==> src/rtl/ste_pkg.sv <==
// shared types and constants of the semaphore table engine
`default_nettype none

package ste_pkg;

    localparam int CMD_W    = 2;
    localparam int ID_W     = 8;
    localparam int CNT_W    = 16;
    localparam int PID_W    = 8;
    localparam int STATUS_W = 3;

    typedef enum logic [CMD_W-1:0] {
        CMD_ALLOC   = 2'd0,
        CMD_DESTROY = 2'd1,
        CMD_WAIT    = 2'd2,
        CMD_POST    = 2'd3
    } cmd_t;

    typedef enum logic [STATUS_W-1:0] {
        ST_OK         = 3'd0,
        ST_ID_RANGE   = 3'd1,
        ST_NONE_FREE  = 3'd2,
        ST_REFUSED    = 3'd3,
        ST_LIST_FULL  = 3'd4,
        ST_QUEUE_FULL = 3'd5
    } status_t;

    typedef struct packed {
        status_t status;
        logic    blocked;
        logic    wake;
        logic    ent_we;
        logic    pop;
        logic    push;
        logic    pid_we;
        logic    pid_re;
    } ctrl_t;

endpackage

`default_nettype wire

==> src/rtl/ste_fwd_ram.sv <==
// one-write one-read store with registered read, per-entry valid bits and write bypass
`default_nettype none

module ste_fwd_ram #(
    parameter int DEPTH      = 16,
    parameter int WIDTH      = 8,
    parameter bit INDEX_INIT = 1'b0,
    localparam int AW        = (DEPTH > 1) ? $clog2(DEPTH) : 1
) (
    input  wire logic             aclk,
    input  wire logic             aresetn,
    input  wire logic             rd_en,
    input  wire logic [AW-1:0]    rd_addr,
    input  wire logic             wr_en,
    input  wire logic [AW-1:0]    wr_addr,
    input  wire logic [WIDTH-1:0] wr_data,
    output logic      [WIDTH-1:0] rd_data
);

    logic [WIDTH-1:0] mem [DEPTH];
    logic [DEPTH-1:0] valid_reg;
    logic [WIDTH-1:0] rd_reg;
    logic [WIDTH-1:0] fwd_reg;
    logic [AW-1:0]    rd_addr_reg;
    logic             rd_vld_reg;
    logic             hit_reg;

    always_ff @(posedge aclk) begin
        if (wr_en) begin
            mem[wr_addr] <= wr_data;
        end
        if (rd_en) begin
            rd_reg      <= mem[rd_addr];
            fwd_reg     <= wr_data;
            rd_addr_reg <= rd_addr;
        end
    end

    always_ff @(posedge aclk) begin
        if (!aresetn) begin
            valid_reg  <= '0;
            rd_vld_reg <= 1'b0;
            hit_reg    <= 1'b0;
        end else begin
            if (wr_en) begin
                valid_reg[wr_addr] <= 1'b1;
            end
            if (rd_en) begin
                rd_vld_reg <= valid_reg[rd_addr];
                hit_reg    <= wr_en && (wr_addr == rd_addr);
            end
        end
    end

    // word written on the read edge wins, then stored word, then reset content
    always_comb begin
        priority if (hit_reg) begin
            rd_data = fwd_reg;
        end else if (rd_vld_reg) begin
            rd_data = rd_reg;
        end else begin
            rd_data = INDEX_INIT ? WIDTH'(rd_addr_reg) : '0;
        end
    end

endmodule

`default_nettype wire

==> src/rtl/ste_decide.sv <==
// command decode and next-entry computation for one semaphore command
`default_nettype none

module ste_decide #(
    parameter int SEM_COUNT  = 16,
    parameter int WAIT_DEPTH = 16,
    localparam int IDW       = (SEM_COUNT > 1) ? $clog2(SEM_COUNT) : 1,
    localparam int LW        = $clog2(SEM_COUNT + 1),
    localparam int QW        = (WAIT_DEPTH > 1) ? $clog2(WAIT_DEPTH) : 1,
    localparam int SZW       = $clog2(WAIT_DEPTH + 1)
) (
    input  wire logic [ste_pkg::CMD_W-1:0] command,
    input  wire logic [ste_pkg::ID_W-1:0]  sem_id,
    input  wire logic [ste_pkg::CNT_W-1:0] initial_value,
    input  wire logic [ste_pkg::CNT_W-1:0] ent_count,
    input  wire logic [QW-1:0]             ent_head,
    input  wire logic [QW-1:0]             ent_tail,
    input  wire logic [SZW-1:0]            ent_size,
    input  wire logic [LW-1:0]             free_level,
    input  wire logic [IDW-1:0]            free_id,
    output ste_pkg::ctrl_t                 ctrl,
    output logic      [ste_pkg::CNT_W-1:0] new_count,
    output logic      [QW-1:0]             new_head,
    output logic      [QW-1:0]             new_tail,
    output logic      [SZW-1:0]            new_size,
    output logic      [ste_pkg::CNT_W-1:0] ret_value
);

    localparam logic [ste_pkg::ID_W:0] SEM_LIMIT = (ste_pkg::ID_W + 1)'(SEM_COUNT);
    localparam logic [QW-1:0]          LAST_SLOT = QW'(WAIT_DEPTH - 1);
    localparam int                     CNT_W_MAX_W = ste_pkg::CNT_W;
    localparam logic [CNT_W_MAX_W-1:0] CNT_MAX   = '1;

    ste_pkg::cmd_t cmd_e;
    logic          in_range;
    logic [QW-1:0] head_inc;
    logic [QW-1:0] tail_inc;

    assign cmd_e    = ste_pkg::cmd_t'(command);
    assign in_range = {1'b0, sem_id} < SEM_LIMIT;
    assign head_inc = (ent_head == LAST_SLOT) ? '0 : ent_head + 1'b1;
    assign tail_inc = (ent_tail == LAST_SLOT) ? '0 : ent_tail + 1'b1;

    always_comb begin
        ctrl        = '0;
        ctrl.status = ste_pkg::ST_OK;
        new_count   = ent_count;
        new_head    = ent_head;
        new_tail    = ent_tail;
        new_size    = ent_size;
        ret_value   = '0;
        unique case (cmd_e)
            ste_pkg::CMD_ALLOC: begin
                if (free_level == '0) begin
                    ctrl.status = ste_pkg::ST_NONE_FREE;
                end else begin
                    ctrl.pop    = 1'b1;
                    ctrl.ent_we = 1'b1;
                    new_count   = initial_value;
                    new_head    = '0;
                    new_tail    = '0;
                    new_size    = '0;
                    ret_value   = ste_pkg::CNT_W'(free_id);
                end
            end
            ste_pkg::CMD_DESTROY: begin
                priority if (!in_range) begin
                    ctrl.status = ste_pkg::ST_ID_RANGE;
                end else if (ent_count != '0) begin
                    ctrl.status = ste_pkg::ST_REFUSED;
                end else if (free_level >= LW'(SEM_COUNT)) begin
                    ctrl.status = ste_pkg::ST_LIST_FULL;
                end else begin
                    ctrl.push   = 1'b1;
                    ctrl.ent_we = 1'b1;
                    new_count   = '0;
                    new_head    = '0;
                    new_tail    = '0;
                    new_size    = '0;
                end
            end
            ste_pkg::CMD_WAIT: begin
                priority if (!in_range) begin
                    ctrl.status = ste_pkg::ST_ID_RANGE;
                end else if (ent_count != '0) begin
                    ctrl.ent_we = 1'b1;
                    new_count   = ent_count - 1'b1;
                    ret_value   = ent_count - 1'b1;
                end else if (ent_size >= SZW'(WAIT_DEPTH)) begin
                    ctrl.status = ste_pkg::ST_QUEUE_FULL;
                end else begin
                    ctrl.pid_we  = 1'b1;
                    ctrl.ent_we  = 1'b1;
                    ctrl.blocked = 1'b1;
                    new_tail     = tail_inc;
                    new_size     = ent_size + 1'b1;
                end
            end
            ste_pkg::CMD_POST: begin
                priority if (!in_range) begin
                    ctrl.status = ste_pkg::ST_ID_RANGE;
                end else if (ent_size != '0) begin
                    ctrl.pid_re = 1'b1;
                    ctrl.wake   = 1'b1;
                    ctrl.ent_we = 1'b1;
                    new_head    = head_inc;
                    new_size    = ent_size - 1'b1;
                    ret_value   = ent_count;
                end else begin
                    // count saturates at its top value
                    ctrl.ent_we = 1'b1;
                    new_count   = (ent_count == CNT_MAX) ? ent_count : ent_count + 1'b1;
                    ret_value   = (ent_count == CNT_MAX) ? ent_count : ent_count + 1'b1;
                end
            end
            default: begin
                ctrl.status = ste_pkg::ST_OK;
            end
        endcase
    end

endmodule

`default_nettype wire

==> src/rtl/semaphore_table_engine.sv <==
// top level of the semaphore table engine: input stage, stores and result register
`default_nettype none

// Counting semaphore table with a FIFO free list of ids and a FIFO wait queue per
// semaphore. Commands: allocate, destroy, wait, post. The block takes one word per
// cycle unless the result side stalls and returns one result word per command, in
// order; a word passes from the input stage register to the result register, and
// the pipeline holds two words when the result side stalls. The rate is set by the
// single read-modify-write pass over the semaphore entry store and the free list:
// both are read as the word is taken, with a bypass of the word written on that
// same edge, and written back when the word moves to the result register. The
// wait-pid store is read on that commit edge and its data is the wake_pid register.
// Reset clears every entry at once through valid bits, so there is no clearing pass.
module semaphore_table_engine #(
    parameter int SEM_COUNT  = 16,
    parameter int WAIT_DEPTH = 16
) (
    input  wire logic                         aclk,
    input  wire logic                         aresetn,
    input  wire logic                         s_valid,
    output logic                              s_ready,
    input  wire logic [ste_pkg::CMD_W-1:0]    s_command,
    input  wire logic [ste_pkg::ID_W-1:0]     s_sem_id,
    input  wire logic [ste_pkg::CNT_W-1:0]    s_initial_value,
    input  wire logic [ste_pkg::PID_W-1:0]    s_caller_pid,
    output logic                              m_valid,
    input  wire logic                         m_ready,
    output logic      [ste_pkg::STATUS_W-1:0] m_status,
    output logic      [ste_pkg::CNT_W-1:0]    m_ret_value,
    output logic                              m_blocked,
    output logic                              m_wake_valid,
    output logic      [ste_pkg::PID_W-1:0]    m_wake_pid
);

    localparam int IDW       = (SEM_COUNT > 1) ? $clog2(SEM_COUNT) : 1;
    localparam int LW        = $clog2(SEM_COUNT + 1);
    localparam int QW        = (WAIT_DEPTH > 1) ? $clog2(WAIT_DEPTH) : 1;
    localparam int SZW       = $clog2(WAIT_DEPTH + 1);
    localparam int ENT_W     = ste_pkg::CNT_W + 2 * QW + SZW;
    localparam int PID_DEPTH = SEM_COUNT * WAIT_DEPTH;
    localparam int PAW       = $clog2(PID_DEPTH);
    localparam int SW        = IDW + 2;

    // input stage
    logic                      s1_valid_reg;
    logic [ste_pkg::CMD_W-1:0] s1_cmd_reg;
    logic [ste_pkg::ID_W-1:0]  s1_id_reg;
    logic [ste_pkg::CNT_W-1:0] s1_init_reg;
    logic [ste_pkg::PID_W-1:0] s1_pid_reg;
    logic                      s_accept;
    logic                      s1_adv;

    // free list pointers
    logic [IDW-1:0] free_head_reg;
    logic [IDW-1:0] free_head_next;
    logic [IDW-1:0] free_head_inc;
    logic [LW-1:0]  free_level_reg;
    logic [LW-1:0]  free_level_next;
    logic [SW-1:0]  push_sum;
    logic [SW-1:0]  push_wrap;
    logic [IDW-1:0] free_id;

    // entry store
    logic [ENT_W-1:0]          ent_rdata;
    logic [ENT_W-1:0]          ent_wdata;
    logic [IDW-1:0]            ent_waddr;
    logic [IDW-1:0]            s1_idx;
    logic [ste_pkg::CNT_W-1:0] ent_count;
    logic [QW-1:0]             ent_head;
    logic [QW-1:0]             ent_tail;
    logic [SZW-1:0]            ent_size;
    logic [ste_pkg::CNT_W-1:0] new_count;
    logic [QW-1:0]             new_head;
    logic [QW-1:0]             new_tail;
    logic [SZW-1:0]            new_size;
    logic [ste_pkg::CNT_W-1:0] ret_value;
    ste_pkg::ctrl_t            ctrl;

    // wait pid store
    logic [ste_pkg::PID_W-1:0] pid_mem [PID_DEPTH];
    logic [ste_pkg::PID_W-1:0] pid_rd_reg;
    logic [PAW-1:0]            pid_base;
    logic [PAW-1:0]            pid_waddr;
    logic [PAW-1:0]            pid_raddr;

    // result register
    logic                      m_valid_reg;
    ste_pkg::status_t          m_status_reg;
    logic [ste_pkg::CNT_W-1:0] m_ret_reg;
    logic                      m_blocked_reg;
    logic                      m_wake_reg;

    assign s1_adv   = s1_valid_reg && (!m_valid_reg || m_ready);
    assign s_ready  = !s1_valid_reg || s1_adv;
    assign s_accept = s_valid && s_ready;
    assign s1_idx   = s1_id_reg[IDW-1:0];

    always_ff @(posedge aclk) begin
        if (!aresetn) begin
            s1_valid_reg <= 1'b0;
        end else if (s_accept) begin
            s1_valid_reg <= 1'b1;
        end else if (s1_adv) begin
            s1_valid_reg <= 1'b0;
        end
    end

    always_ff @(posedge aclk) begin
        if (s_accept) begin
            s1_cmd_reg  <= s_command;
            s1_id_reg   <= s_sem_id;
            s1_init_reg <= s_initial_value;
            s1_pid_reg  <= s_caller_pid;
        end
    end

    // free list head, level and push slot
    assign free_head_inc = (free_head_reg == IDW'(SEM_COUNT - 1)) ? '0 : free_head_reg + 1'b1;
    assign push_sum      = SW'(free_head_reg) + SW'(free_level_reg);
    assign push_wrap     = (push_sum >= SW'(SEM_COUNT)) ? push_sum - SW'(SEM_COUNT) : push_sum;

    always_comb begin
        free_head_next  = free_head_reg;
        free_level_next = free_level_reg;
        if (s1_adv && ctrl.pop) begin
            free_head_next  = free_head_inc;
            free_level_next = free_level_reg - 1'b1;
        end else if (s1_adv && ctrl.push) begin
            free_level_next = free_level_reg + 1'b1;
        end
    end

    always_ff @(posedge aclk) begin
        if (!aresetn) begin
            free_head_reg  <= '0;
            free_level_reg <= LW'(SEM_COUNT);
        end else begin
            free_head_reg  <= free_head_next;
            free_level_reg <= free_level_next;
        end
    end

    ste_fwd_ram #(
        .DEPTH      (SEM_COUNT),
        .WIDTH      (IDW),
        .INDEX_INIT (1'b1)
    ) u_free_list (
        .aclk    (aclk),
        .aresetn (aresetn),
        .rd_en   (s_accept),
        .rd_addr (free_head_next),
        .wr_en   (s1_adv && ctrl.push),
        .wr_addr (push_wrap[IDW-1:0]),
        .wr_data (s1_idx),
        .rd_data (free_id)
    );

    // entry: count, queue head, queue tail, queue size
    assign {ent_count, ent_head, ent_tail, ent_size} = ent_rdata;
    assign ent_wdata = {new_count, new_head, new_tail, new_size};
    assign ent_waddr = ctrl.pop ? free_id : s1_idx;

    ste_fwd_ram #(
        .DEPTH      (SEM_COUNT),
        .WIDTH      (ENT_W),
        .INDEX_INIT (1'b0)
    ) u_entry_store (
        .aclk    (aclk),
        .aresetn (aresetn),
        .rd_en   (s_accept),
        .rd_addr (s_sem_id[IDW-1:0]),
        .wr_en   (s1_adv && ctrl.ent_we),
        .wr_addr (ent_waddr),
        .wr_data (ent_wdata),
        .rd_data (ent_rdata)
    );

    ste_decide #(
        .SEM_COUNT  (SEM_COUNT),
        .WAIT_DEPTH (WAIT_DEPTH)
    ) u_decide (
        .command       (s1_cmd_reg),
        .sem_id        (s1_id_reg),
        .initial_value (s1_init_reg),
        .ent_count     (ent_count),
        .ent_head      (ent_head),
        .ent_tail      (ent_tail),
        .ent_size      (ent_size),
        .free_level    (free_level_reg),
        .free_id       (free_id),
        .ctrl          (ctrl),
        .new_count     (new_count),
        .new_head      (new_head),
        .new_tail      (new_tail),
        .new_size      (new_size),
        .ret_value     (ret_value)
    );

    // wait pid store, one row of WAIT_DEPTH slots per semaphore
    assign pid_base  = PAW'(s1_idx) * PAW'(WAIT_DEPTH);
    assign pid_waddr = pid_base + PAW'(ent_tail);
    assign pid_raddr = pid_base + PAW'(ent_head);

    always_ff @(posedge aclk) begin
        if (s1_adv && ctrl.pid_we) begin
            pid_mem[pid_waddr] <= s1_pid_reg;
        end
        if (s1_adv && ctrl.pid_re) begin
            pid_rd_reg <= pid_mem[pid_raddr];
        end
    end

    // result register
    always_ff @(posedge aclk) begin
        if (!aresetn) begin
            m_valid_reg <= 1'b0;
        end else if (s1_adv) begin
            m_valid_reg <= 1'b1;
        end else if (m_ready) begin
            m_valid_reg <= 1'b0;
        end
    end

    always_ff @(posedge aclk) begin
        if (s1_adv) begin
            m_status_reg  <= ctrl.status;
            m_ret_reg     <= ret_value;
            m_blocked_reg <= ctrl.blocked;
            m_wake_reg    <= ctrl.wake;
        end
    end

    assign m_valid      = m_valid_reg;
    assign m_status     = m_status_reg;
    assign m_ret_value  = m_ret_reg;
    assign m_blocked    = m_blocked_reg;
    assign m_wake_valid = m_wake_reg;
    assign m_wake_pid   = m_wake_reg ? pid_rd_reg : '0;

endmodule

`default_nettype wire

==> config.mk <==
export PLATFORM = sky130hd
export DESIGN_NAME = semaphore_table_engine
export DESIGN_NICKNAME = d
export VERILOG_FILES = /design/src/rtl/ste_pkg.sv /design/src/rtl/ste_fwd_ram.sv /design/src/rtl/ste_decide.sv /design/src/rtl/semaphore_table_engine.sv
export SDC_FILE = /design/constraint.sdc
export NUM_CORES = 2
export LEC_CHECK = 0
export ABC_AREA = 1
export BUFFER_PORTS_ARGS = -buffer_cell sky130_fd_sc_hd__buf_2
export CAP_MARGIN = 20
export CORE_ASPECT_RATIO = 0.8
export CORE_MARGIN = 3
export CORE_UTILIZATION = 46
export DETAILED_ROUTE_END_ITERATION = 10
export HOLD_SLACK_MARGIN = 0.1
export SLEW_MARGIN = 40
export SYNTH_ARGS = -nofsm -noshare
export SYNTH_HDL_FRONTEND = slang
export SYNTH_SLANG_ARGS = --single-unit
==> constraint.sdc <==
create_clock -name aclk -period 6.28 [get_ports aclk]
set_clock_uncertainty 0.1 [all_clocks]
set_input_delay 0.942 -clock aclk [delete_from_list [all_inputs] [get_ports aclk]]
set_output_delay 0.942 -clock aclk [all_outputs]
set_load 0.005 [all_outputs]
* After elaboration in Yosys (flattened, before gate mapping) *
Memories as Yosys holds them, arrays and structs flattened. A register that Yosys moved wholly into a read port is not among the register bits.
Cells that the tools add are included.

storage, ports and cells
  memory bits (writable) = 2576
  register bits after elaboration = 139
  memories kept = 3
  output and inout bits = 31

cells by class
  bitwise gates (word level) = 4
  muxes and demuxes = 97
  add/sub/neg operators = 13
  eq/ne operators = 9
  $lt $le $gt $ge = 10
  reductions and logical operators = 24

memory list
  name               words  bits a word  rd ports  clocked after memory_dff  wr ports  RTL line                      source
  pid_mem            256    8            1         1                         1         semaphore_table_engine.sv:80  logic [ste_pkg::PID_W-1:0] pid_mem [PID_DEPTH];
  u_entry_store.mem  16     29           1         1                         1         ste_fwd_ram.sv:20             logic [WIDTH-1:0] mem [DEPTH];
  u_free_list.mem    16     4            1         1                         1         ste_fwd_ram.sv:20

operator list
  cell                                                        count
  2-to-1 mux 16 bit                                           12
  2-to-1 mux 4 bit                                            23
  one-hot mux 16 bit (4 select lines)                         1
  2-to-1 mux 29 bit                                           2
  2-to-1 mux 5 bit                                            11
  one-hot mux 16 bit (3 select lines)                         1
  OR 16 bit                                                   2
  2-to-1 mux 1 bit                                            30
  one-hot mux 4 bit (3 select lines)                          2
  less-than comparator 4 x 5 -> 1 bit, second input constant  4
  one-hot mux 5 bit (4 select lines)                          1
  adder 16 x 1 -> 16 bit, second input constant               1
  adder 8 x 4 -> 8 bit                                        2
  equality test 16 bit, second input constant                 1
  nonzero test 16 bit                                         1
  subtractor 16 x 1 -> 16 bit, second input constant          1
  2-to-1 mux 3 bit                                            5
  adder 4 x 1 -> 4 bit, second input constant                 3
  equality test 4 bit, second input constant                  3
  one-hot mux 3 bit (4 select lines)                          1
  logical AND 1 bit                                           11
  adder 5 x 1 -> 5 bit, second input constant                 2
  greater-or-equal comparator 5 bit, second input constant    2
  subtractor 5 x 1 -> 5 bit, second input constant            2
  other kinds (22)                                            33

* Longest topological paths before layout *
  depth after elaboration = 10
  depth in mapped cells = 19

* Hierarchy *
From an unflattened synthesis, not the netlist that was laid out.

unflattened totals
  cells, all modules = 10859
  area, all modules = 116879.6 um2

modules (own cells, without submodules)
  module                        instances  area each (um2)  seq. area each (um2)  cells an instance
  semaphore_table_engine        1          89124.2          63611.0               8339
  ste_fwd_ram at u_entry_store  1          21104.0          16035.4               1617
  ste_fwd_ram at u_free_list    1          3788.6           2642.5                350
  ste_decide                    1          2862.7           0.0                   553

* Worst setup path before layout *
No wires, ideal clock.

  path type = reg2reg
  start = register u_entry_store.hit_reg
  end = memory u_entry_store.mem[6][0] (netlist name) (enable)
  path buffers = 2
  setup slack = 1616 ps
  data arrival time = 4113 ps
  cell stages (with the launch flop) = 16
  cell sequence = dfxtp_1 nor2_4 buf_6 buf_2 nand2_1 nand2_1 inv_1 ha_1 nand3_1 nor2_4 nand3_4 nor2_1 nor2_1 nand2_1 nand2_1 nor3_1

on the way
  longest elaborated chain between the ends = 9
  elaborated cells between the ends (all ways) = 12
  those cells by class = 1 x order compare; 9 x mux; 2 x reduce/logical

ends and longest elaborated chain
  what                                        RTL line                       source
  start: declaration                          ste_fwd_ram.sv:26              logic hit_reg;
  start signal: assignment                    ste_fwd_ram.sv:50              hit_reg <= wr_en && (wr_addr == rd_addr);
  2-to-1 mux 29 bit (*)                       ste_fwd_ram.sv:57              priority if (hit_reg) begin
  greater-or-equal comparator 5 bit           ste_decide.sv:89               end else if (ent_size >= SZW'(WAIT_DEPTH)) begin
  2-to-1 mux 1 bit                            ste_decide.sv:89
  2-to-1 mux 1 bit                            ste_decide.sv:85               end else if (ent_count != '0) begin
  2-to-1 mux 1 bit                            ste_decide.sv:83               priority if (!in_range) begin
  one-hot mux 1 bit (4 select lines) (*)      ste_decide.sv:52               unique case (cmd_e)
  logical AND 1 bit (*)                       semaphore_table_engine.sv:172  .wr_en (s1_adv && ctrl.ent_we),
  2-to-1 mux 1 bit (*)                        ste_fwd_ram.sv:29              if (wr_en) begin
  2-to-1 mux 1 bit (implied by the code) (*)  ste_fwd_ram.sv:30              mem[wr_addr] <= wr_data;
  end: declaration                            ste_fwd_ram.sv:20

Mark *: on every way between the ends. The rest lies on a longest branch, timed or not.

* Worst setup path in the final report *
  start = register u_entry_store.hit_reg
  end = register pid_rd_reg[3] (netlist name) (read register of pid_mem) (data pin)

on the way
  longest elaborated chain between the ends = 6
  elaborated cells between the ends (all ways) = 7
  those cells by class = 1 x add/sub; 4 x mux; 2 x reduce/logical

ends and longest elaborated chain
  what                                                          RTL line                      source
  2-to-1 mux 29 bit (*)                                         ste_fwd_ram.sv:57
  branches (longest 5 deep; another with adder 8 x 4 -> 8 bit)  n/a
  end: declaration                                              semaphore_table_engine.sv:81  logic [ste_pkg::PID_W-1:0] pid_rd_reg;

Every way passes the cells marked *.
A chain may end at the register's enable or synchronous reset.

==> impl_results.md <==
- Final core utilization: 0.517
- Syn Nets: 10500
- Hold Crit Class: in2reg
- CTS Sinks: 2756
- Die area: 263000 µm²
- DR WL/cell: 25.0 µm
- DRC Markers: 0
- FP Rows: 165
- Slew margin rel.: 0.337
- Worst r2r path cells: 16
- Most common cell after layout, fill and taps aside: edfxtp_1
- Max Fclk: 0.203 GHz
- Max FFs per register: 2048
- Worst-Margin Slew: 994 ps
- First-pass iteration count of the detailed router: 6
- Reg2reg setup slack: 1340 ps
- Hold slack: 165 ps
- Setup Buffers After CTS: 0
- Post-CTS sizing: 0
- # port buffers: 68
- Largest net degree at the start of global routing: 193
- Register area: 82300 µm²
- Avg Cell Area, Syn: 11.3 µm²
- Initial detailed-routing violation count: 10700
- Worst Setup End Kind: flip-flop
- Core Area: 254000 µm²
- Async S/R FF share, synth: 0
- Yosys warns: 0
- RR Endpoint: pid_rd_reg[3]
- Non-Filler Instances: 14000
- Setup TNS Final: 0 ps
- GRT Residual Overflow: 0
- WL final: 350000 µm
- Hold depth: 1
- Overall Power: 0.0401 W
- Hold EP: s1_init_reg[3]
- Status: completed
- Worst-path fanout max: 170
- RSZ-0062 raised after global routing: false
- Post-synthesis sequential area ratio: 0.696
- Cell count after synthesis: 10500
- CTS Hold Bufs: 0
- Most frequent cells in the layout: 2709 x edfxtp_1, 1813 x nand2_1, 1487 x nand3_1
- Reg clk slew, reported paths: 60 ps
- Routed vias/inst: 5.75
- Setup Crit Path Kind: reg2reg
- Clk root buf: clkbuf_16
- Area of the multi-input gates: 28700 µm²
- Final Cycle Share: 0.786
- Num CTS Buffers: 287
- Most flop-heavy register: pid_mem
- Initial antenna violation count: 9
- Latest clock arrival within the worst-skew pair: 870 ps
- Min Clock Period, post-route: 4940 ps
- Die X: 573 µm
- Top flop regs: pid_mem: 2048 flops, u_entry_store.mem: 464 flops, u_free_list.mem: 64 flops
- Post-synthesis register bit count: 2756
- Critical Path Start Type: flip-flop
- Max-slew violation count: 0
- Setup violations, final: 0
- Clock tree buffer depth: 4
- Layout cell share with drive strength beyond 1: 0.0722
- Worst hold start: s_initial_value[3]
- Area grow syn2layout: 11.1%
- Ports: 69
- Leak: 47.8 nW
- Worst EP arrival: 5430 ps
- Nets: 10400
- GRT Resource Usage Total: 0.261
- Post-route ant nets: 0
- Fill count: 22100
- Number of global-route vias before repair: 75600
- Number of vias in the routed layout: 80400
- Cell area after synthesis: 118000 µm²
- Placed Cells: 13500
- Max IR drop VDD: 0.190 mV
- Hpwl dp: 202000 µm
- TritonCTS clock tree: done
- Fin. Hold Viols: 0
- EDFF count, synth: 2709
- GPL Wtd Cong: 0.921
- Reg-to-reg critical path startpoint: u_entry_store.hit_reg
- Power per cell area: 305 nW/µm²
- First-pass GRT wire length: 515000 µm
- Top_reg_cell synth: edfxtp_1
- Worst EP required: 6780 ps
- H-tree levels: 5
- Starting density of the core: 0.465
- Max_cap viols: 0
- Die Span Y: 459 µm
- Distinct cells, synth: 47
[kinds of logic after synthesis]
group,Yosys count,share of synthesized area
AO/OA/AOI/OAI,1210,0.0598
XOR/XNOR,22,0.00163
adder cells (fa/ha/maj),19,0.00214
buffers and inverters,1914,0.0627
flip-flops,2756,0.696
AND/OR/NAND/NOR,4541,0.177
[worst max-delay path, stage by stage (launching register included)]
cell     delay, ps
dfxtp_1        330
buf_4          250
inv_1          290
nand3_4        410
nand2_8        660
buf_12         460
o21ai_0        160
nand2_1         90
nand3_1        170
nand3_1        200
nand2_1         90
nand2_1        210
nand2_1         80
nor2_1         200
nand2_1         80
nor2_1         440
nand2_1        120
[stage by stage]
stage | worst slack [ps] | area [µm²]
floorplan | 1620 | 118000
finish | 1340 | 131000
global placement | 1500 | 122000
CTS | 1470 | 131000
detailed placement | 1470 | 122000
global route | 1170 | 131000
[power by group]
part,switching [W],internal (W),leakage (nW),total (W)
clock,0.00701,0.00927,4.26,0.0163
sequential,0.0000537,0.0203,24.9,0.0204
combinational,0.00259,0.000803,18.6,0.00340
total,0.00966,0.0304,47.8,0.0401
[Yosys cell counts (91+ instances only)]
| master | count | area share |
|---|---|---|
| edfxtp_1 | 2709 | 0.69 |
| nand2_1 | 1818 | 0.058 |
| nand3_1 | 1489 | 0.063 |
| inv_1 | 1255 | 0.040 |
| nor2_1 | 677 | 0.022 |
| o21ai_0 | 632 | 0.027 |
| nand3b_1 | 464 | 0.029 |
| clkbuf_1 | 406 | 0.013 |
| o211ai_1 | 216 | 0.014 |
| a21oi_1 | 204 | 0.0086 |
| buf_2 | 165 | 0.0070 |
| o221ai_1 | 91 | 0.0067 |
[cell type report]
type / instances / area share
well taps: 3423 / 0.0326
clock buffers: 362 / 0.0580
inverters: 1274 / 0.0367
diodes: 2 / 0.0000381
multi-input cells: 5792 / 0.219
repair buffers: 257 / 0.0187
clock inverters: 129 / 0.00817
flip-flops and latches: 2756 / 0.627
[metal layers]
layer / vias to the layer above / part of all wire / global-route usage
met1: 39500 / 0.44 / 0.400
met4: 2 / 0.027 / 0.0696
met2: 4251 / 0.42 / 0.374
li1: 36100 / - / -
met5: - / 0.000037 / 0
met3: 552 / 0.11 / 0.0581
[worst max-delay path by stage]
stage | from | end | slack, ps | depth (start not counted)
after global placement | u_entry_store.hit_reg | pid_rd_reg[3] | 1500 | 16
after detailed placement | u_entry_store.hit_reg | pid_rd_reg[3] | 1470 | 16
after floorplan | u_entry_store.hit_reg | u_entry_store.mem[6][0] | 1620 | 15
final | u_entry_store.hit_reg | pid_rd_reg[3] | 1340 | 16
after CTS | u_entry_store.hit_reg | pid_rd_reg[3] | 1470 | 16
after global routing | u_entry_store.hit_reg | pid_rd_reg[3] | 1170 | 16
Power figures use the tool's default switching activity.
